--- src/rtl/knb_pkg.sv ---
// Shared types, constants and helpers for the k-mer naive Bayes classifier.
`default_nettype none

package knb_pkg;

    // Default sizes of the block.
    localparam int KMER_LEN_DEF      = 8;
    localparam int MAX_GENERA_DEF    = 16;
    localparam int MAX_SEQ_LEN_DEF   = 4096;
    localparam int MIN_QUERY_LEN_DEF = 50;

    // Fixed field and counter widths.
    localparam int CFG_W   = 5;
    localparam int CNT_W   = 16;
    localparam int BASES_W = 13;
    localparam logic [CFG_W-1:0]   NUM_GENERA_RST = 5'd1;
    localparam logic [CNT_W-1:0]   CNT_MAX        = 16'hFFFF;
    localparam logic [BASES_W-1:0] BASES_MAX      = 13'h1FFF;

    // Fixed-point log2 unit: input width, fraction bits and result width.
    localparam int LOG_XW   = 34;
    localparam int LOG_FRAC = 16;
    localparam int LOG_RW   = 22;

    // ASCII nucleotide codes.
    localparam logic [7:0] CHAR_A = 8'h41;
    localparam logic [7:0] CHAR_C = 8'h43;
    localparam logic [7:0] CHAR_G = 8'h47;
    localparam logic [7:0] CHAR_T = 8'h54;

    typedef enum logic [1:0] {
        ST_OK        = 2'd0,
        ST_BAD_BASE  = 2'd1,
        ST_SHORT     = 2'd2,
        ST_BAD_GENUS = 2'd3
    } t_status;

    typedef struct packed {
        logic       kind;
        logic [7:0] base;
        logic [3:0] ref_genus;
        logic       last;
    } t_in_item;

    typedef struct packed {
        logic       done_kind;
        logic [3:0] best_genus;
        logic [1:0] status;
    } t_out_item;

    typedef enum logic [3:0] {
        S_CLEAR,
        S_IDLE,
        S_TAGCLR,
        S_PROC,
        S_TRAIN_WR,
        S_FINISH,
        S_SC_GEN,
        S_SC_LIST,
        S_SC_KM,
        S_SC_X,
        S_SC_LOGW,
        S_SC_PEN,
        S_SC_PENW,
        S_SC_CMP,
        S_OUT
    } t_state;

    // Commands from the controller to the datapath.
    typedef struct packed {
        logic clr_all;
        logic clr_tag;
        logic accept;
        logic proc;
        logic train_wr;
        logic finish;
        logic sc_gen;
        logic sc_km;
        logic sc_x;
        logic sc_acc;
        logic sc_pen;
        logic sc_pen_done;
        logic sc_cmp;
        logic out_load;
    } t_cmd;

    // Status from the datapath to the controller.
    typedef struct packed {
        logic wrap;
        logic train;
        logic last;
        logic score_go;
        logic clr_end_all;
        logic clr_end_tag;
        logic list_empty;
        logic p_last;
        logic g_last;
        logic log_done;
        logic out_free;
    } t_stat;

    function automatic logic [CNT_W-1:0] sat_inc16(input logic [CNT_W-1:0] v);
        return (v == CNT_MAX) ? v : v + 16'd1;
    endfunction

endpackage

`default_nettype wire

--- src/rtl/knb_ctrl.sv ---
// Controller state machine that sequences training, query listing and scoring.
`default_nettype none

module knb_ctrl (
    input  wire logic           i_clk,
    input  wire logic           i_rst_n,
    input  wire logic           i_in_valid,
    input  wire knb_pkg::t_stat i_stat,
    output logic                o_in_stall,
    output knb_pkg::t_cmd       o_cmd
);

    knb_pkg::t_state r_state;
    knb_pkg::t_state n_state;

    always_ff @(posedge i_clk) begin
        if (!i_rst_n) begin
            r_state <= knb_pkg::S_CLEAR;
        end else begin
            r_state <= n_state;
        end
    end

    // Next state.
    always_comb begin
        n_state = r_state;
        case (r_state)
            knb_pkg::S_CLEAR: begin
                if (i_stat.clr_end_all) n_state = knb_pkg::S_IDLE;
            end
            knb_pkg::S_IDLE: begin
                if (i_in_valid) n_state = i_stat.wrap ? knb_pkg::S_TAGCLR : knb_pkg::S_PROC;
            end
            knb_pkg::S_TAGCLR: begin
                if (i_stat.clr_end_tag) n_state = knb_pkg::S_PROC;
            end
            knb_pkg::S_PROC: begin
                if (i_stat.train)     n_state = knb_pkg::S_TRAIN_WR;
                else if (i_stat.last) n_state = knb_pkg::S_FINISH;
                else                  n_state = knb_pkg::S_IDLE;
            end
            knb_pkg::S_TRAIN_WR: n_state = knb_pkg::S_IDLE;
            knb_pkg::S_FINISH: begin
                n_state = i_stat.score_go ? knb_pkg::S_SC_GEN : knb_pkg::S_OUT;
            end
            knb_pkg::S_SC_GEN: begin
                n_state = i_stat.list_empty ? knb_pkg::S_SC_PEN : knb_pkg::S_SC_LIST;
            end
            knb_pkg::S_SC_LIST: n_state = knb_pkg::S_SC_KM;
            knb_pkg::S_SC_KM:   n_state = knb_pkg::S_SC_X;
            knb_pkg::S_SC_X:    n_state = knb_pkg::S_SC_LOGW;
            knb_pkg::S_SC_LOGW: begin
                if (i_stat.log_done) begin
                    n_state = i_stat.p_last ? knb_pkg::S_SC_PEN : knb_pkg::S_SC_LIST;
                end
            end
            knb_pkg::S_SC_PEN: n_state = knb_pkg::S_SC_PENW;
            knb_pkg::S_SC_PENW: begin
                if (i_stat.log_done) n_state = knb_pkg::S_SC_CMP;
            end
            knb_pkg::S_SC_CMP: begin
                n_state = i_stat.g_last ? knb_pkg::S_OUT : knb_pkg::S_SC_GEN;
            end
            knb_pkg::S_OUT: begin
                if (i_stat.out_free) n_state = knb_pkg::S_IDLE;
            end
            default: n_state = knb_pkg::S_IDLE;
        endcase
    end

    // Commands.
    always_comb begin
        o_cmd       = '0;
        o_in_stall  = (r_state != knb_pkg::S_IDLE);
        case (r_state)
            knb_pkg::S_CLEAR:    o_cmd.clr_all     = 1'b1;
            knb_pkg::S_IDLE:     o_cmd.accept      = i_in_valid;
            knb_pkg::S_TAGCLR:   o_cmd.clr_tag     = 1'b1;
            knb_pkg::S_PROC:     o_cmd.proc        = 1'b1;
            knb_pkg::S_TRAIN_WR: o_cmd.train_wr    = 1'b1;
            knb_pkg::S_FINISH:   o_cmd.finish      = 1'b1;
            knb_pkg::S_SC_GEN:   o_cmd.sc_gen      = 1'b1;
            knb_pkg::S_SC_KM:    o_cmd.sc_km       = 1'b1;
            knb_pkg::S_SC_X:     o_cmd.sc_x        = 1'b1;
            knb_pkg::S_SC_LOGW:  o_cmd.sc_acc      = i_stat.log_done;
            knb_pkg::S_SC_PEN:   o_cmd.sc_pen      = 1'b1;
            knb_pkg::S_SC_PENW:  o_cmd.sc_pen_done = i_stat.log_done;
            knb_pkg::S_SC_CMP:   o_cmd.sc_cmp      = 1'b1;
            knb_pkg::S_OUT:      o_cmd.out_load    = i_stat.out_free;
            default:             o_cmd             = '0;
        endcase
    end

endmodule

`default_nettype wire

--- config.mk ---
export PLATFORM = sky130hd
export DESIGN_NAME = knb_ctrl
export DESIGN_NICKNAME = d
export VERILOG_FILES = /design/src/rtl/knb_pkg.sv /design/src/rtl/knb_ctrl.sv
export SDC_FILE = /design/constraint.sdc
export NUM_CORES = 1
export LEC_CHECK = 0
export BUFFER_PORTS_ARGS = -buffer_cell sky130_fd_sc_hd__buf_2
export CAP_MARGIN = 40
export CORE_AREA = 2 2 39 41
export DETAILED_ROUTE_END_ITERATION = 8
export DIE_AREA = 0 0 41 43
export GPL_ROUTABILITY_DRIVEN = 1
export PLACE_DENSITY = 0.72
export REMOVE_ABC_BUFFERS = 1
export SYNTH_ARGS = -nofsm -noshare
export SYNTH_HDL_FRONTEND = slang
export SYNTH_SLANG_ARGS = --single-unit
--- constraint.sdc ---
create_clock -name i_clk -period 1.82 [get_ports i_clk]
set_input_delay 0.364 -clock i_clk [delete_from_list [all_inputs] [get_ports i_clk]]
set_output_delay 0.364 -clock i_clk [all_outputs]
set_load 0.05 [all_outputs]
==> results.json <==
{
  "synthesis.area_per_instance_um2": 7.45,
  "track_usage_pct": 15.9,
  "drive_gt1_share_pct": 47.5,
  "place_ws_ns": 0.195,
  "vias_per_cell": 5.26,
  "worstPathRequired_ns": 1.46,
  "die_w_um": 41,
  "r2r_start": "r_state[0]$_SDFFE_PN0P_",
  "root_buffer": "clkbuf_4",
  "cts_htree_levels": 1,
  "die_area_um2": 1760,
  "cts_inserted_buffers": 3,
  "fin_util_pct": 52.9,
  "cp-start-kind": "flop",
  "power.leakage_uw": 0.000334,
  "cp-end-kind": "output port",
  "drt-total-wl_mm": 1.29,
  "grt_pass1_vias": 486,
  "cts_tree": "done",
  "ys_types": 28,
  "place_congestion": 0.903,
  "path_class": "reg2out",
  "synth-edff-count": 0,
  "peakVddDrop_mv": 0.381,
  "rsz0062_at_grt": "false",
  "area_growth_pct": 40.3,
  "syn_area_um2": 522,
  "rr_worst_depth": 5,
  "cts.reportedPaths.clkPinSlew_ns": 0.03,
  "power_density_nw_per_um2": 836,
  "start_util_pct": 37.7,
  "syn_inst": 70,
  "period_share_pct": 98.0,
  "ys_top_cells_by_area": "dfxtp_1 15%, o32ai_4 11%, nor2_1 7.9%",
  "grt_overflow": 0,
  "fmax_mhz": 561,
  "dr.pass1.iters": 4,
  "ys_ff_latch": 4,
  "fillCellCount": 139,
  "use_met2_pct": 26.9,
  "wire_per_inst_um": 11.0,
  "worst_pin_slew_ns": 0.387,
  "grt_antenna_before_repair": 0,
  "setup_slack_ns": 0.0369,
  "largestRegisters": "r_state: 4 flops",
  "cts_buffer_depth": 2,
  "drv_cap": 0,
  "async_reset_ff_share_pct": 0,
  "slew_violations": 0,
  "setup_violations": 0,
  "grt_busiest_layer": "met2",
  "placed_area_um2": 692,
  "synth_top_area_share_pct": 15.3,
  "largest_reg_flops": 4,
  "hold_path_startpoint": "i_rst_n",
  "min_to": "r_state[1]$_SDFFE_PN0P_",
  "diodes": 0,
  "dpl.hpwl_mm": 1.05,
  "yosysWarnings": 0,
  "port_buffers": 28,
  "cts_hold_buffers": 0,
  "cp_data_arrival_time_ns": 1.42,
  "met3_usage_pct": 1.57,
  "grtUsageMet1_pct": 16.7,
  "regMostFlops": "r_state",
  "grt_pass1_wl_mm": 1.88,
  "core_um2": 1380,
  "outcome": "finished, final reports clean",
  "drt_iter0_drc": 18,
  "final_area_um2": 732,
  "vias": 615,
  "rows": 14,
  "route.detailed.drc": 0,
  "reg2reg_to": "r_state[2]$_SDFFE_PN0P_",
  "whs_path_depth": 3,
  "yosysSeqAreaShare_pct": 15.3,
  "clock-sinks": 4,
  "ys.flop_type": "dfxtp_1",
  "ios": 29,
  "critPathMaxFanout": 5,
  "die_h_um": 43,
  "max_slew_margin_pct": 73.9,
  "worst-r2r-setup-slack_ns": 0.21,
  "nets": 117,
  "hold_path_class": "in2reg",
  "fin_crit_ns": 1.78,
  "insertion_delay_ns": 0.23,
  "antenna_left": 0,
  "yosys.area.top_type": "dfxtp_1",
  "clock_skew_ns": 0.00221,
  "grt_max_degree": 14,
  "hold_viol": 0
}
==> cell families after synthesis <==
family	share of synthesized area (%)
AO/OA/AOI/OAI	31.4
XOR/XNOR	1.68
buffers and inverters	9.59
flip-flops	15.3
multiplexers	4.32
AND/OR/NAND/NOR	37.7
==> final cells by class <==
class / count / area [um2] / area share (%)
sequential: 4 / 81.3 / 11.1
clock buffer: 3 / 22.5 / 3.08
multi-input combinational: 55 / 394 / 53.8
tap: 16 / 20.0 / 2.74
timing repair buffer: 33 / 191 / 26.2
inverter: 6 / 22.5 / 3.08
==> synthesized netlist by cell type (2+ instances only) <==
cell / instances
mux2_2: 2
dfxtp_1: 4
o22ai_1: 3
nor3_2: 2
nor3_1: 6
a21oi_1: 2
nand3_1: 2
clkbuf_1: 3
nor2_1: 11
or3_1: 2
nand2b_1: 6
o32ai_4: 2
inv_1: 6
nand2_1: 5
==> per-layer routing <==
layer,wire length (um),vias up,part of all wire (%)
li1,-,319,-
met1,534,268,41
met2,639,26,50
met3,93,2,7.2
met4,22,0,1.7
met5,0,-,0
==> worst max path at each step <==
| stage | cells past startpoint | from | slack, ns | endpoint |
|---|---|---|---|---|
| 2_1_floorplan | 2 | r_state[1]$_SDFFE_PN0P_ | -0.46 | o_cmd[0] |
| 3_3_place_gp | 3 | r_state[1]$_SDFFE_PN0P_ | 0.22 | o_cmd[11] |
| 3_5_place_dp | 3 | r_state[1]$_SDFFE_PN0P_ | 0.19 | o_cmd[11] |
| 4_1_cts | 3 | r_state[1]$_SDFFE_PN0P_ | 0.02 | o_cmd[11] |
| 5_1_grt | 3 | r_state[1]$_SDFFE_PN0P_ | 0.002 | o_cmd[11] |
| 6_report | 3 | r_state[1]$_SDFFE_PN0P_ | 0.04 | o_cmd[11] |
==> critical path, stage by stage, from the launching register on <==
cell     delay (ns)
dfxtp_2        0.34
or4b_4         0.57
nor2_2         0.12
buf_6          0.16
==> metrics by stage <==
step	total power (uW)	setup TNS [ns]	hold WS (ns)	std cells
5_1_grt	653	0	0.464	117
4_1_cts	614	0	0.438	117
3_3_place_gp	492	0	0.673	114
6_report	612	0	0.435	117
2_1_floorplan	399	-1.64	0.523	65
3_5_place_dp	494	0	0.684	114
==> placed cells by master, fill, tap and decap left out, types with 2 or more instances in the layout <==
cell,count
nor3_2,2
clkbuf_4,3
o22ai_1,3
mux2_2,2
nand2_1,5
nand3_1,2
o32ai_4,2
nand2b_1,6
nor2_1,10
dfxtp_1,3
a21oi_1,2
buf_4,8
or3_1,2
inv_1,6
nor3_1,6
buf_2,24
==> what timing repair did <==
action / in CTS / in global routing
gates resized for setup: 3 / 7
pin swaps: 0 / 1
endpoints found under the setup margin: 1 / 4
setup buffers: 0 / 0
==> power breakdown <==
group / switching, uW / internal (uW)
Sequential: 10.7 / 101
Clock: 32.3 / 73.5
Combinational: 240 / 154
Total: 283 / 329
Power figures use the tool's default switching activity.
